<file path="config.mk">
export PLATFORM = sky130hd
export DESIGN_NAME = button_debounce_long_press
export DESIGN_NICKNAME = d
export VERILOG_FILES = /design/src/rtl/bdlp_pkg.sv /design/src/rtl/button_debounce_long_press.sv /design/src/rtl/bdlp_cfg.sv /design/src/rtl/bdlp_core.sv
export SDC_FILE = /design/constraint.sdc
export NUM_CORES = 1
export LEC_CHECK = 0
export ABC_CLOCK_PERIOD_IN_PS = 6570
export BUFFER_PORTS_ARGS = -buffer_cell sky130_fd_sc_hd__buf_2
export CORE_ASPECT_RATIO = 2
export CORE_MARGIN = 2
export CORE_UTILIZATION = 45
export CTS_CLUSTER_DIAMETER = 50
export DETAILED_ROUTE_END_ITERATION = 6
export PLACE_DENSITY = 0.68
export RECOVER_POWER = 50
export SETUP_SLACK_MARGIN = 0.3
export SYNTH_ARGS = -nofsm -noshare
export SYNTH_HDL_FRONTEND = slang
export SYNTH_SLANG_ARGS = --single-unit
</file>
<file path="constraint.sdc">
create_clock -name clk -period 6.57 [get_ports clk]
set_clock_uncertainty 0.15 [all_clocks]
set_input_delay 1.314 -clock clk [delete_from_list [all_inputs] [get_ports clk]]
set_output_delay 1.314 -clock clk [all_outputs]
set_load 0.01 [all_outputs]
</file>
<file path="src/rtl/bdlp_pkg.sv">
`default_nettype none
// ----------------------------------------------------------------------------
// bdlp_pkg
// Shared types and codes for the button debounce and long-press block.
// ----------------------------------------------------------------------------
package bdlp_pkg;

	localparam int NUM_BUTTONS = 2;
	localparam int BTN_IDX_W   = (NUM_BUTTONS > 1) ? $clog2(NUM_BUTTONS) : 1;

	localparam int CFG_ADDR_W = 3;
	localparam int CFG_DATA_W = 32;

	// register index, taken from paddr[2]
	localparam logic REG_DEBOUNCE = 1'b0;
	localparam logic REG_LONG     = 1'b1;

	localparam logic [1:0] EV_NONE = 2'd0;
	localparam logic [1:0] EV_TAP  = 2'd1;
	localparam logic [1:0] EV_HOLD = 2'd2;

	typedef struct packed {
		logic        button_select;
		logic        pressed;
		logic [31:0] now_ms;
		logic        is_power;
	} sample_t;

	typedef struct packed {
		logic [1:0] event_code;
		logic       activity;
		logic       power_off;
	} result_t;

	typedef struct packed {
		logic [15:0] debounce_time_ms;
		logic [15:0] long_press_ms;
	} cfg_t;

endpackage

`default_nettype wire

</file>
<file path="src/rtl/button_debounce_long_press.sv">
`default_nettype none
// ----------------------------------------------------------------------------
// button_debounce_long_press
// Debounce and long-press detector for up to NUM_BUTTONS buttons.
// ----------------------------------------------------------------------------
// Takes one button sample per clock and returns exactly one result beat per
// sample. A sample accepted into the input register runs through the
// per-button phase machine and moves into the result register when that
// register is empty or being drained, so its result is registered. With no
// stall on the result side a new sample is taken every cycle; when the result
// side stalls while both the input and the result register are full,
// sample_stall rises in that same cycle, so at most two samples wait inside
// the block. Write the thresholds over APB only while no sample is in flight.
module button_debounce_long_press (
	input  wire                               clk,
	input  wire                               arst_n,
	input  wire                               psel,
	input  wire                               penable,
	input  wire                               pwrite,
	input  wire  [bdlp_pkg::CFG_ADDR_W-1:0]   paddr,
	input  wire  [bdlp_pkg::CFG_DATA_W-1:0]   pwdata,
	output logic [bdlp_pkg::CFG_DATA_W-1:0]   prdata,
	output logic                              pready,
	input  wire                               sample_valid,
	output logic                              sample_stall,
	input  wire bdlp_pkg::sample_t            sample,
	output logic                              result_valid,
	input  wire                               result_stall,
	output bdlp_pkg::result_t                 result
);
	import bdlp_pkg::*;

	cfg_t cfg;

	bdlp_cfg u_cfg (
		.clk     (clk),
		.arst_n  (arst_n),
		.psel    (psel),
		.penable (penable),
		.pwrite  (pwrite),
		.paddr   (paddr),
		.pwdata  (pwdata),
		.prdata  (prdata),
		.pready  (pready),
		.cfg     (cfg)
	);

	bdlp_core u_core (
		.clk          (clk),
		.arst_n       (arst_n),
		.cfg          (cfg),
		.sample_valid (sample_valid),
		.sample_stall (sample_stall),
		.sample       (sample),
		.result_valid (result_valid),
		.result_stall (result_stall),
		.result       (result)
	);

endmodule

`default_nettype wire

</file>
<file path="src/rtl/bdlp_cfg.sv">
`default_nettype none
// ----------------------------------------------------------------------------
// bdlp_cfg
// APB register file holding the debounce and long-press thresholds.
// ----------------------------------------------------------------------------
module bdlp_cfg (
	input  wire                               clk,
	input  wire                               arst_n,
	input  wire                               psel,
	input  wire                               penable,
	input  wire                               pwrite,
	input  wire  [bdlp_pkg::CFG_ADDR_W-1:0]   paddr,
	input  wire  [bdlp_pkg::CFG_DATA_W-1:0]   pwdata,
	output logic [bdlp_pkg::CFG_DATA_W-1:0]   prdata,
	output logic                              pready,
	output bdlp_pkg::cfg_t                    cfg
);
	import bdlp_pkg::*;

	logic [15:0] debounce_q;
	logic [15:0] long_q;
	logic        reg_idx;
	logic        wr_en;

	assign reg_idx = paddr[2];
	assign pready  = 1'b1;
	assign wr_en   = psel & penable & pwrite & pready;

	always_ff @(posedge clk or negedge arst_n) begin
		if (!arst_n) begin
			debounce_q <= 16'd30;
			long_q     <= 16'd1000;
		end else if (wr_en) begin
			unique case (reg_idx)
				REG_DEBOUNCE: debounce_q <= pwdata[15:0];
				REG_LONG:     long_q     <= pwdata[15:0];
				default: ;
			endcase
		end
	end

	always_comb begin
		unique case (reg_idx)
			REG_DEBOUNCE: prdata = {16'd0, debounce_q};
			REG_LONG:     prdata = {16'd0, long_q};
			default:      prdata = '0;
		endcase
	end

	assign cfg.debounce_time_ms = debounce_q;
	assign cfg.long_press_ms    = long_q;

endmodule

`default_nettype wire

</file>
<file path="src/rtl/bdlp_core.sv">
`default_nettype none
// ----------------------------------------------------------------------------
// bdlp_core
// Sample register, per-button phase machines and result register.
// ----------------------------------------------------------------------------
module bdlp_core (
	input  wire                 clk,
	input  wire                 arst_n,
	input  wire bdlp_pkg::cfg_t     cfg,
	input  wire                 sample_valid,
	output logic                sample_stall,
	input  wire bdlp_pkg::sample_t  sample,
	output logic                result_valid,
	input  wire                 result_stall,
	output bdlp_pkg::result_t   result
);
	import bdlp_pkg::*;

	typedef enum logic [1:0] {
		PH_IDLE     = 2'd0,
		PH_SETTLE   = 2'd1,
		PH_DOWN     = 2'd2,
		PH_LONG     = 2'd3
	} phase_t;

	logic     s1_valid_s1;
	sample_t  s1_data_s1;

	phase_t       phase_q [NUM_BUTTONS];
	logic [31:0]  start_q [NUM_BUTTONS];

	logic         result_valid_q;
	result_t      result_q;

	logic                 adv;
	logic                 take;
	logic [BTN_IDX_W-1:0] btn_idx;
	phase_t               phase_cur;
	phase_t               phase_nxt;
	logic [31:0]          elapsed;
	logic                 start_wr;
	logic [1:0]           ev;
	result_t              res_nxt;

	// move the held sample into the result register when it is free
	assign adv          = s1_valid_s1 & (~result_valid_q | ~result_stall);
	assign sample_stall = s1_valid_s1 & ~adv;
	assign take         = sample_valid & ~sample_stall;

	always_ff @(posedge clk or negedge arst_n) begin
		if (!arst_n) begin
			s1_valid_s1 <= 1'b0;
		end else if (take) begin
			s1_valid_s1 <= 1'b1;
		end else if (adv) begin
			s1_valid_s1 <= 1'b0;
		end
	end

	always_ff @(posedge clk) begin
		if (take) begin
			s1_data_s1 <= sample;
		end
	end

	// out-of-range select falls back to the last button
	always_comb begin
		if (32'(s1_data_s1.button_select) < 32'(NUM_BUTTONS)) begin
			btn_idx = BTN_IDX_W'(s1_data_s1.button_select);
		end else begin
			btn_idx = BTN_IDX_W'(NUM_BUTTONS - 1);
		end
	end

	always_comb begin
		phase_cur = phase_q[btn_idx];
		elapsed   = s1_data_s1.now_ms - start_q[btn_idx];
		phase_nxt = phase_cur;
		start_wr  = 1'b0;
		ev        = EV_NONE;
		unique case (phase_cur)
			PH_IDLE: begin
				if (s1_data_s1.pressed) begin
					phase_nxt = PH_SETTLE;
					start_wr  = 1'b1;
				end
			end
			PH_SETTLE: begin
				if (!s1_data_s1.pressed) begin
					phase_nxt = PH_IDLE;
				end else if (elapsed >= 32'(cfg.debounce_time_ms)) begin
					phase_nxt = PH_DOWN;
				end
			end
			PH_DOWN: begin
				// long check wins over release
				if (elapsed >= 32'(cfg.long_press_ms)) begin
					phase_nxt = PH_LONG;
					ev        = EV_HOLD;
				end else if (!s1_data_s1.pressed) begin
					phase_nxt = PH_IDLE;
					ev        = EV_TAP;
				end
			end
			PH_LONG: begin
				if (!s1_data_s1.pressed) begin
					phase_nxt = PH_IDLE;
				end
			end
			default: phase_nxt = PH_IDLE;
		endcase
		res_nxt.event_code = ev;
		res_nxt.activity   = (ev != EV_NONE);
		res_nxt.power_off  = s1_data_s1.is_power & (ev == EV_HOLD);
	end

	always_ff @(posedge clk or negedge arst_n) begin
		if (!arst_n) begin
			for (int i = 0; i < NUM_BUTTONS; i++) begin
				phase_q[i] <= PH_IDLE;
			end
			result_valid_q <= 1'b0;
		end else begin
			if (adv) begin
				phase_q[btn_idx] <= phase_nxt;
				result_valid_q   <= 1'b1;
			end else if (!result_stall) begin
				result_valid_q <= 1'b0;
			end
		end
	end

	always_ff @(posedge clk) begin
		if (adv && start_wr) begin
			start_q[btn_idx] <= s1_data_s1.now_ms;
		end
		if (adv) begin
			result_q <= res_nxt;
		end
	end

	assign result_valid = result_valid_q;
	assign result       = result_q;

	a_activity_match: assert property (@(posedge clk) disable iff (!arst_n)
		result_valid_q |-> (result_q.activity == (result_q.event_code != EV_NONE)))
		else $error("activity flag disagrees with event code");

	a_power_needs_hold: assert property (@(posedge clk) disable iff (!arst_n)
		result_valid_q && result_q.power_off |-> result_q.event_code == EV_HOLD)
		else $error("power-off without a long event");

	a_hold_sets_long: assert property (@(posedge clk) disable iff (!arst_n)
		adv && ev == EV_HOLD |=> phase_q[$past(btn_idx)] == PH_LONG)
		else $error("long event did not move button to long phase");

	a_stall_needs_held: assert property (@(posedge clk) disable iff (!arst_n)
		sample_stall |-> s1_valid_s1 && result_valid_q && result_stall)
		else $error("sample stalled with free pipeline");

endmodule

`default_nettype wire

</file>
==> results of run 1 <==
==> worst max-delay path, stage by stage (launching register included) <==
cell       delay, ns
dfxtp_2         0.70
mux2_2          0.40
ha_1            0.20
fa_1            0.40
nand2b_1        0.18
a21oi_1         0.32
nor2_1          0.15
xnor2_1         0.25
ha_1            0.29
a21o_1          0.18
a2111oi_0       0.43
o31ai_1         0.21
a21oi_1         0.17
o21ai_0         0.16
nor4_1          0.22
nand4_1         0.32
and3_1          0.30
==> power groups by stage <==
stage / clock network (mW) / registers [mW] / logic [mW]
final: 0.893 / 1.13 / 0.705
after global routing: 0.941 / 1.14 / 0.792
after CTS: 0.913 / 1.13 / 0.710
after detailed placement: 0 / 1.14 / 0.703
after global placement: 0 / 1.14 / 0.692
after floorplan: 0 / 1.12 / 0.518
==> synthesized netlist by cell type (2+ instances only) <==
cell type	count	area share, %
o21ai_1	3	0.18
o22ai_1	2	0.15
a31oi_1	5	0.38
a21o_1	11	1.0
inv_1	42	1.9
clkbuf_2	2	0.12
a2111oi_0	2	0.21
mux2i_1	34	4.2
o31a_1	2	0.21
a21oi_1	59	3.6
o21a_1	4	0.37
xor2_1	5	0.54
dfstp_2	10	3.2
nand2b_1	13	0.99
nand4_1	13	0.99
buf_4	17	1.6
o31ai_1	3	0.28
o21bai_1	2	0.18
mux2_2	38	5.2
nor4_1	9	0.69
nor2_1	47	2.2
conb_1	2	0.092
a22oi_1	3	0.28
nor3_1	10	0.61
nor4b_1	2	0.21
o21ai_0	55	3.4
ha_1	65	9.9
nand3_1	7	0.43
clkbuf_1	12	0.55
nor2b_1	3	0.23
edfxtp_1	103	38
and2_1	4	0.31
o211ai_1	5	0.46
and3_1	3	0.23
or3_1	2	0.15
xnor2_1	14	1.5
a21oi_2	2	0.21
nand3b_1	2	0.18
nand2_1	62	2.8
buf_2	6	0.37
dfrtp_1	28	8.6
a211oi_1	6	0.55
==> state kept, by name, summed over array words and instances, names as in the netlist, named ones only <==
signal,flops
u_core.s1_valid_s1,1
u_core.result_valid,1
u_cfg.debounce_q,16
u_core.phase_q,4
u_core.result,4
u_core.s1_data_s1,34
u_cfg.long_q,16
u_core.start_q,64
u_core.btn_idx,1
==> logic make-up after synthesis <==
kind of cell / count (synthesis)
AND/OR/NAND/NOR: 183
buffers and inverters: 80
AO/OA/AOI/OAI: 173
flip-flops: 142
adder cells (fa/ha/maj): 66
other: 2
XOR/XNOR: 20
multiplexers: 73
==> final timing paths <==
path	slack, ns	cells after the start	to	from
max in group asynchronous	3.76	1	u_cfg.debounce_q[12]	arst_n
worst max register to register	1.28	16	u_core.result[0]	register
worst min register to register	0.33	0	u_core.start_q[0][0]	u_core.s1_data_s1[1]
worst max-delay path	1.28	16	u_core.result[0]	register
min in group asynchronous	1.31	1	u_core.s1_valid_s1	arst_n
worst min-delay path	0.33	0	u_core.start_q[0][0]	u_core.s1_data_s1[1]
==> routing by layer <==
| layer | track usage [%] | share of wire [%] | vias up |
|---|---|---|---|
| met3 | 3.200 | 3.4 | 55 |
| met2 | 38.94 | 57 | 152 |
| li1 | - | - | 2848 |
| met4 | 11.67 | 5.0 | 0 |
| met5 | 0 | 0 | - |
| met1 | 19.09 | 35 | 2796 |
==> through the flow <==
stage               cells  setup WS (ns)  util (%)  total power, mW  area (um2)
CTS                  1044          1.224     52.10            2.750        9265
global route         1044         0.8942     52.04            2.872        9255
detailed placement   1012          1.273     49.02            1.848        8717
floorplan             754         0.6932         -            1.641        8237
global placement     1012          1.323     49.02            1.834        8717
finish               1044          1.280     52.04            2.726        9255
==> area by class of cell <==
cell class / count / area (um2)
Clock buffer: 18 / 429.2
Clock inverter: 14 / 118.9
Fill cell: 1588 / 8529
Inverter: 42 / 157.7
Multi-Input combinational cell: 532 / 3791
Sequential cell: 142 / 4078
Tap cell: 213 / 266.5
Timing Repair Buffer: 83 / 414.1
==> results by group, run 1 <==
Run status
  • Run status: finished with violations
  • Failing checks: max-capacitance violations, max-slew violations

Die
  • Row cnt: 69
  • Core box area: 17780 um2
  • Ports: 116
  • Die height: 194.7 um
  • Starting Density: 46.00%
  • DIE AREA: 19340 um2
  • Die X: 99.34 um

Pwr
  • Clk pwr share: 32.7%
  • VDD IR max: 212.9 uV
  • Logic pwr share: 25.9%
  • Int Pwr: 1.879 mW
  • Leak pwr: 3.829 nW
  • Reg power frac: 41.4%
  • Sw Share: 31.06%
  • Pwr/cell area: 294.5 nW/um2
  • Switching Power: 0.8465 mW

Clock tree
  • Post-CTS Setup Repair Bufs: 0
  • Root Driver: clkbuf_16
  • Clock buffer count from CTS: 17
  • CTS tree: built
  • Worst-Skew Late Latency: 0.43 ns
  • CTS resizes: 0
  • Clk slew on worst S/H paths: 0.06 ns
  • Hold-fix buffer count after cts: 0
  • Max Root-Sink Buffers: 2
  • Clock Sinks: 142
  • H-tree Lvls: 4

Yosys
  • Yosys reg bits: 142
  • Post-synth ARST share: 26.76%
  • Simple-Gate Fraction of Synth Area: 10.66%
  • Complex-gate fraction of the synthesized area: 12.66%
  • Post-synth EDFFs: 103
  • Post-Syn Area: 8180 um2
  • Adder-cell share of the synthesized area: 10.19%
  • Synth Warn #: 0
  • Area share of xor/xnor cells in the synthesized design: 2.233%
  • Mux cell area share after synthesis: 9.667%
  • Syn Area/Cell: 11.07 um2
  • Largest family of logic cells by synthesized area: compound AO/OA/AOI/OAI gates
  • Top_reg_cell synth: edfxtp_1
  • Netlist cell types: 62
  • Sequential fraction of the synthesis area: 49.83%
  • Post-Syn Instances: 739

Timing
  • Final setup viols: 0
  • Fmax: 189.0 MHz
  • Worst hold slack: 0.3328 ns
  • Period utilisation layout: 80.52%
  • Slew Viols, Final: 76
  • Slew @ Worst Pin: 2.771 ns
  • Unrepaired setup endpoints after global routing: false
  • Total negative setup slack: 0 ns
  • Max_slew headroom: -84.83%
  • Final min period: 5.290 ns
  • Final Hold Viols: 0

Setup path
  • Worst Setup End Kind: register
  • Max Fanout on Critical Path: 17
  • CP Data Required Time: 6.60 ns
  • Crit path DAT: 5.32 ns
  • Setup Crit Path Kind: register to register
  • Worst setup SP type: register

Flow run
  • Max-cap violations: 2

Finish
  • Most frequent cells in the layout: 103 x edfxtp_1, 73 x buf_2, 65 x ha_1
  • Final net count: 961
  • Commonest non-fill, non-tap cell in the layout: edfxtp_1
  • Synth-to-Final Area Change: 13.14%
  • Share of cells above drive strength 1: 19.74%
  • Diode count: 0

Global route
  • First-pass GRT wire length: 29790 um
  • Overflow after GRT: 0
  • Antenna violations before repair: 0
  • Total GRT Usage: 20.09%
  • Number of global-route vias before repair: 5876
  • Largest net degree at the start of global routing: 39

Drt
  • Wire per inst: 18.05 um
  • DRC Markers: 0
  • Initial drt markers: 229
  • Post-route ant nets: 0
  • Post-Route WL: 18840 um
  • Via/cell ratio: 5.604
  • Vias: 5851
  • Pre-antenna DRT Iters: 7

Placement
  • PortBufs: 80
  • Routability cong.: 0.9373
  • DP HPWL: 14600 um

Hold path
  • Type of the worst min-delay path: register to register
Note: power is estimated with default switching activity, not from simulation.
==> run 2: changes to the inputs <==
--- a/config.mk
+++ b/config.mk
@@ -5,7 +5,8 @@
 export SDC_FILE = /design/constraint.sdc
 export NUM_CORES = 1
 export LEC_CHECK = 0
-export ABC_CLOCK_PERIOD_IN_PS = 6570
+export ABC_AREA = 1
+export ABC_CLOCK_PERIOD_IN_PS = 5200
 export BUFFER_PORTS_ARGS = -buffer_cell sky130_fd_sc_hd__buf_2
 export CORE_ASPECT_RATIO = 2
 export CORE_MARGIN = 2
==> constraint.sdc (replaced) <==
create_clock -name clk -period 5.2 [get_ports clk]
set_clock_uncertainty 0.15 [all_clocks]
set_input_delay 1.04 -clock clk [delete_from_list [all_inputs] [get_ports clk]]
set_output_delay 1.04 -clock clk [all_outputs]
set_load 0.01 [all_outputs]
==> run 2 against run 1 <==
  * The flow still finishes with violations (max-capacitance violations, max-slew violations)
  * Global-route usage is 0.40 points higher
  * Core utilization is 0.15 points lower
  * Sequential cell count stayed put
  * Combinational power is 45% higher
  * First-iteration DRC count is 3.9% higher
  * Critical path type unchanged
  * Critical endpoint is now u_core.result[1]
  * Largest power group unchanged
  * Highest routed layer unchanged
==> results by group, run 2 <==
Flow run
  • Max-cap violations: 1 (-1)

Drt
  • Initial drt markers: 238 (+3.9%)
  • Wire per inst: 14.07 um (-22%)
  • DRC Markers: 0 (unchanged)
  • Post-route ant nets: 0 (unchanged)
  • Vias: 6705 (+15%)
  • Pre-antenna DRT Iters: 4 (-3)
  • Via/cell ratio: 4.722 (-16%)
  • Post-Route WL: 19980 um (+6.1%)

Timing
  • Slew @ Worst Pin: 2.051 ns (-0.7196 ns)
  • Final min period: 4.331 ns (-0.9591 ns)
  • Max_slew headroom: -36.76% (+48 points)
  • Period utilisation layout: 83.29% (+2.8 points)
  • Fmax: 230.9 MHz (+22%)
  • Final Hold Viols: 0 (unchanged)
  • Final worst setup slack: 0.8690 ns (-0.4109 ns)
  • Slew Viols, Final: 39 (-49%)
  • Total negative setup slack: 0 ns (unchanged)
  • Unrepaired setup endpoints after global routing: false
  • Final setup viols: 0 (unchanged)

Pwr
  • Switching Power: 1.188 mW (+40%)
  • Sw Share: 33.11% (+2.1 points)
  • Pwr/cell area: 358.7 nW/um2 (+22%)
  • Int Pwr: 2.400 mW (+28%)
  • VDD IR max: 324.3 uV (+52%)
  • Power consumption: 3.588 mW (+32%)
  • Logic pwr share: 28.5% (+2.6 points)
  • Clk pwr share: 32.1% (-0.6 points)
  • Leak pwr: 5.049 nW (+32%)
  • Reg power frac: 39.4% (-2.0 points)

Yosys
  • Top_reg_cell synth: edfxtp_1
  • Complex-gate fraction of the synthesized area: 5.390% (-7.3 points)
  • Adder-cell share of the synthesized area: 9.497% (-0.69 points)
  • Simple-Gate Fraction of Synth Area: 22.69% (+12 points)
  • Synth Warn #: 0 (unchanged)
  • Largest family of logic cells by synthesized area: simple AND/OR/NAND/NOR gates
  • Syn Area/Cell: 8.294 um2 (-25%)
  • Largest area contributor in the synthesized netlist: edfxtp_1
  • Area share of xor/xnor cells in the synthesized design: 1.497% (-0.74 points)
  • Post-Syn Instances: 1058 (+43%)
  • Post-Syn Area: 8775 um2 (+7.3%)
  • Post-synth EDFFs: 103 (unchanged)
  • Sequential fraction of the synthesis area: 46.46% (-3.4 points)
  • Yosys reg bits: 142 (unchanged)
  • Mux cell area share after synthesis: 3.436% (-6.2 points)
  • Synth cell count leaders: 336 x nand2_1, 188 x inv_1, 103 x edfxtp_1
  • Post-synth ARST share: 26.76% (unchanged)
  • Netlist cell types: 41 (-34%)
  • Most frequent cell after synthesis: nand2_1
  • Area contributors post-synth: edfxtp_1 35%, nand2_1 14%, ha_1 9.3%
  • Synth top area share: 35.25% (-2.6 points)

Finish
  • Synth-to-Final Area Change: 14.00%
  • Layout Cells excl Fill: 1420 (+36%)
  • Share of cells above drive strength 1: 14.47% (-5.3 points)
  • Diode count: 0 (unchanged)
  • Final net count: 1291 (+34%)
  • Max FFs per register: 64 (unchanged)
  • Commonest non-fill, non-tap cell in the layout: nand2_1
  • Fill count: 1955 (+23%)
  • Most frequent cells in the layout: 336 x nand2_1, 188 x inv_1, 103 x edfxtp_1
  • Largest register by flop count: u_core.start_q
  • Largest registers: u_core.start_q: 64 flops, u_core.s1_data_s1: 34 flops
  • End-of-flow core utilization: 51.89% (-0.15 points)

Placement
  • DP HPWL: 16380 um (+12%)
  • Pre-CTS WS: 0.8808 ns (-0.3926 ns)
  • Routability cong.: 0.9578 (+2.2%)
  • Inst Count DP: 1388 (+37%)
  • PortBufs: 80 (unchanged)

Setup path
  • Crit path DAT: 4.37 ns (-0.95 ns)
  • Worst path cell trace: buf_4 -> mux2i_1 -> ha_1 -> nand2_1 -> inv_1 -> nand2_1 -> nand2_1 -> nand3b_1 -> xor2_1 -> ha_1 -> a21oi_1 -> nor3_1 -> a211oi_1 -> a21oi_1 -> nor2_1 -> nand3_4 -> nand2_4 -> inv_2 -> or2_1
  • Worst setup SP type: register
  • Worst Setup End Kind: register
  • Crit path largest cell delay: 0.40 ns (-0.30 ns)
  • Reg-to-Reg End: u_core.result[1]
  • Setup crit end: u_core.result[1]
  • Max Fanout on Critical Path: 13 (-4)
  • Slowest-stage cell, CP: dfxtp_2
  • Setup Crit Path Kind: register to register
  • CP Data Required Time: 5.24 ns (-1.36 ns)
  • Most used cell, CP: nand2_1
  • Reg2reg path depth: 19 (+3)
  • R2r setup slk: 0.87 ns (-0.41 ns)

Die
  • Starting Density: 45.52% (-0.48 points)
  • Ports: 116 (unchanged)
  • DIE AREA: 20700 um2 (+7.0%)
  • Die height: 201.5 um (+3.5%)
  • Die X: 102.7 um (+3.4%)
  • Core box area: 19280 um2 (+8.4%)
  • Row cnt: 72 (+4.3%)

Hold path
  • Type of the worst min-delay path: register to register

Clock tree
  • CTS tree: built
  • Post-CTS Setup Repair Bufs: 0 (unchanged)
  • Max Root-Sink Buffers: 2 (unchanged)
  • Clock Sinks: 142 (unchanged)
  • Hold-fix buffer count after cts: 0 (unchanged)
  • Clk slew on worst S/H paths: 0.06 ns (about the same)
  • Clock buffer count from CTS: 17 (unchanged)
  • H-tree Lvls: 4 (unchanged)
  • Root Driver: clkbuf_16
  • Worst-Skew Late Latency: 0.44 ns (about the same)
  • CTS resizes: 0 (unchanged)

Global route
  • Largest net degree at the start of global routing: 39 (unchanged)
  • Number of global-route vias before repair: 6678 (+14%)
  • Total GRT Usage: 20.48% (+0.40 points)
  • Antenna violations before repair: 0 (unchanged)
  • First-pass GRT wire length: 31770 um (+6.7%)
  • Overflow after GRT: 0 (unchanged)

Run status
  • Run status: finished with violations
  • Failing checks: max-capacitance violations, max-slew violations
## run 2: logic make-up (layout without fill, tap and decap cells)
logic type      Yosys count  after routing
simple gates            472            472
compound gates           92             92
mux                      30             30
flops                   142            142
xor+xnor                 15             15
fa+ha+maj                66             66
buf+inv                 239            327
other cells               2             17
## run 2: power by group through the flow
stage | clock, mW | combinational [mW] | sequential, mW
2_1_floorplan | 0 | 0.747 | 1.42
3_3_place_gp | 0 | 1.01 | 1.43
3_5_place_dp | 0 | 1.03 | 1.44
4_1_cts | 1.18 | 1.04 | 1.41
5_1_grt | 1.22 | 1.18 | 1.43
6_report | 1.15 | 1.02 | 1.41
## run 2: final cells by class
| type | instances | area (um2) | area share, % |
|---|---|---|---|
| clock inverter | 11 | 76.32 | 0.7630 |
| inverter | 209 | 784.5 | 7.842 |
| tap | 259 | 324.1 | 3.240 |
| sequential | 142 | 4078 | 40.76 |
| timing repair buffer | 86 | 449.2 | 4.490 |
| clock buffer | 21 | 493.0 | 4.928 |
| multi-input combinational | 692 | 3799 | 37.97 |
## run 2: per-stage QoR
step | instance area (um2) | hold WS (ns)
finish | 10000 | 0.3220
global placement | 9443 | 0.2992
global route | 10000 | 0.3426
CTS | 10010 | 0.3271
detailed placement | 9443 | 0.3109
floorplan | 8831 | 0.2840
## run 2: worst min path at each step
stage	start	end	slack, ns	cells after the start
after CTS	u_core.phase_q[2]	u_core.phase_q[2]	0.33	2
final	u_core.phase_q[2]	u_core.phase_q[2]	0.32	2
after floorplan	u_core.s1_valid_s1	u_core.result_valid	0.28	2
after global placement	u_core.s1_valid_s1	u_core.result_valid	0.30	2
after detailed placement	u_core.phase_q[2]	u_core.phase_q[2]	0.31	2
after global routing	u_core.s1_data_s1[4]	u_core.start_q[0][3]	0.34	0
## run 2: routing by layer
metal	vias up	part of all wire, %	track usage (%)	routed length, um
met3	45	2.8	4.029	558
met4	0	4.2	10.01	835
met5	-	0	0	0
met1	3039	35	19.10	6934
li1	3498	-	-	-
met2	123	58	40.03	11660
## run 2: critical path: cells and delay by family (launching register included)
family / cells / cell delay, ns
adder cells (fa/ha/maj): 2 / 0.61
AND/OR/NAND/NOR: 9 / 1.42
multiplexers: 1 / 0.22
flip-flops: 1 / 0.40
XOR/XNOR: 1 / 0.34
buffers and inverters: 3 / 0.38
AO/OA/AOI/OAI: 3 / 0.55
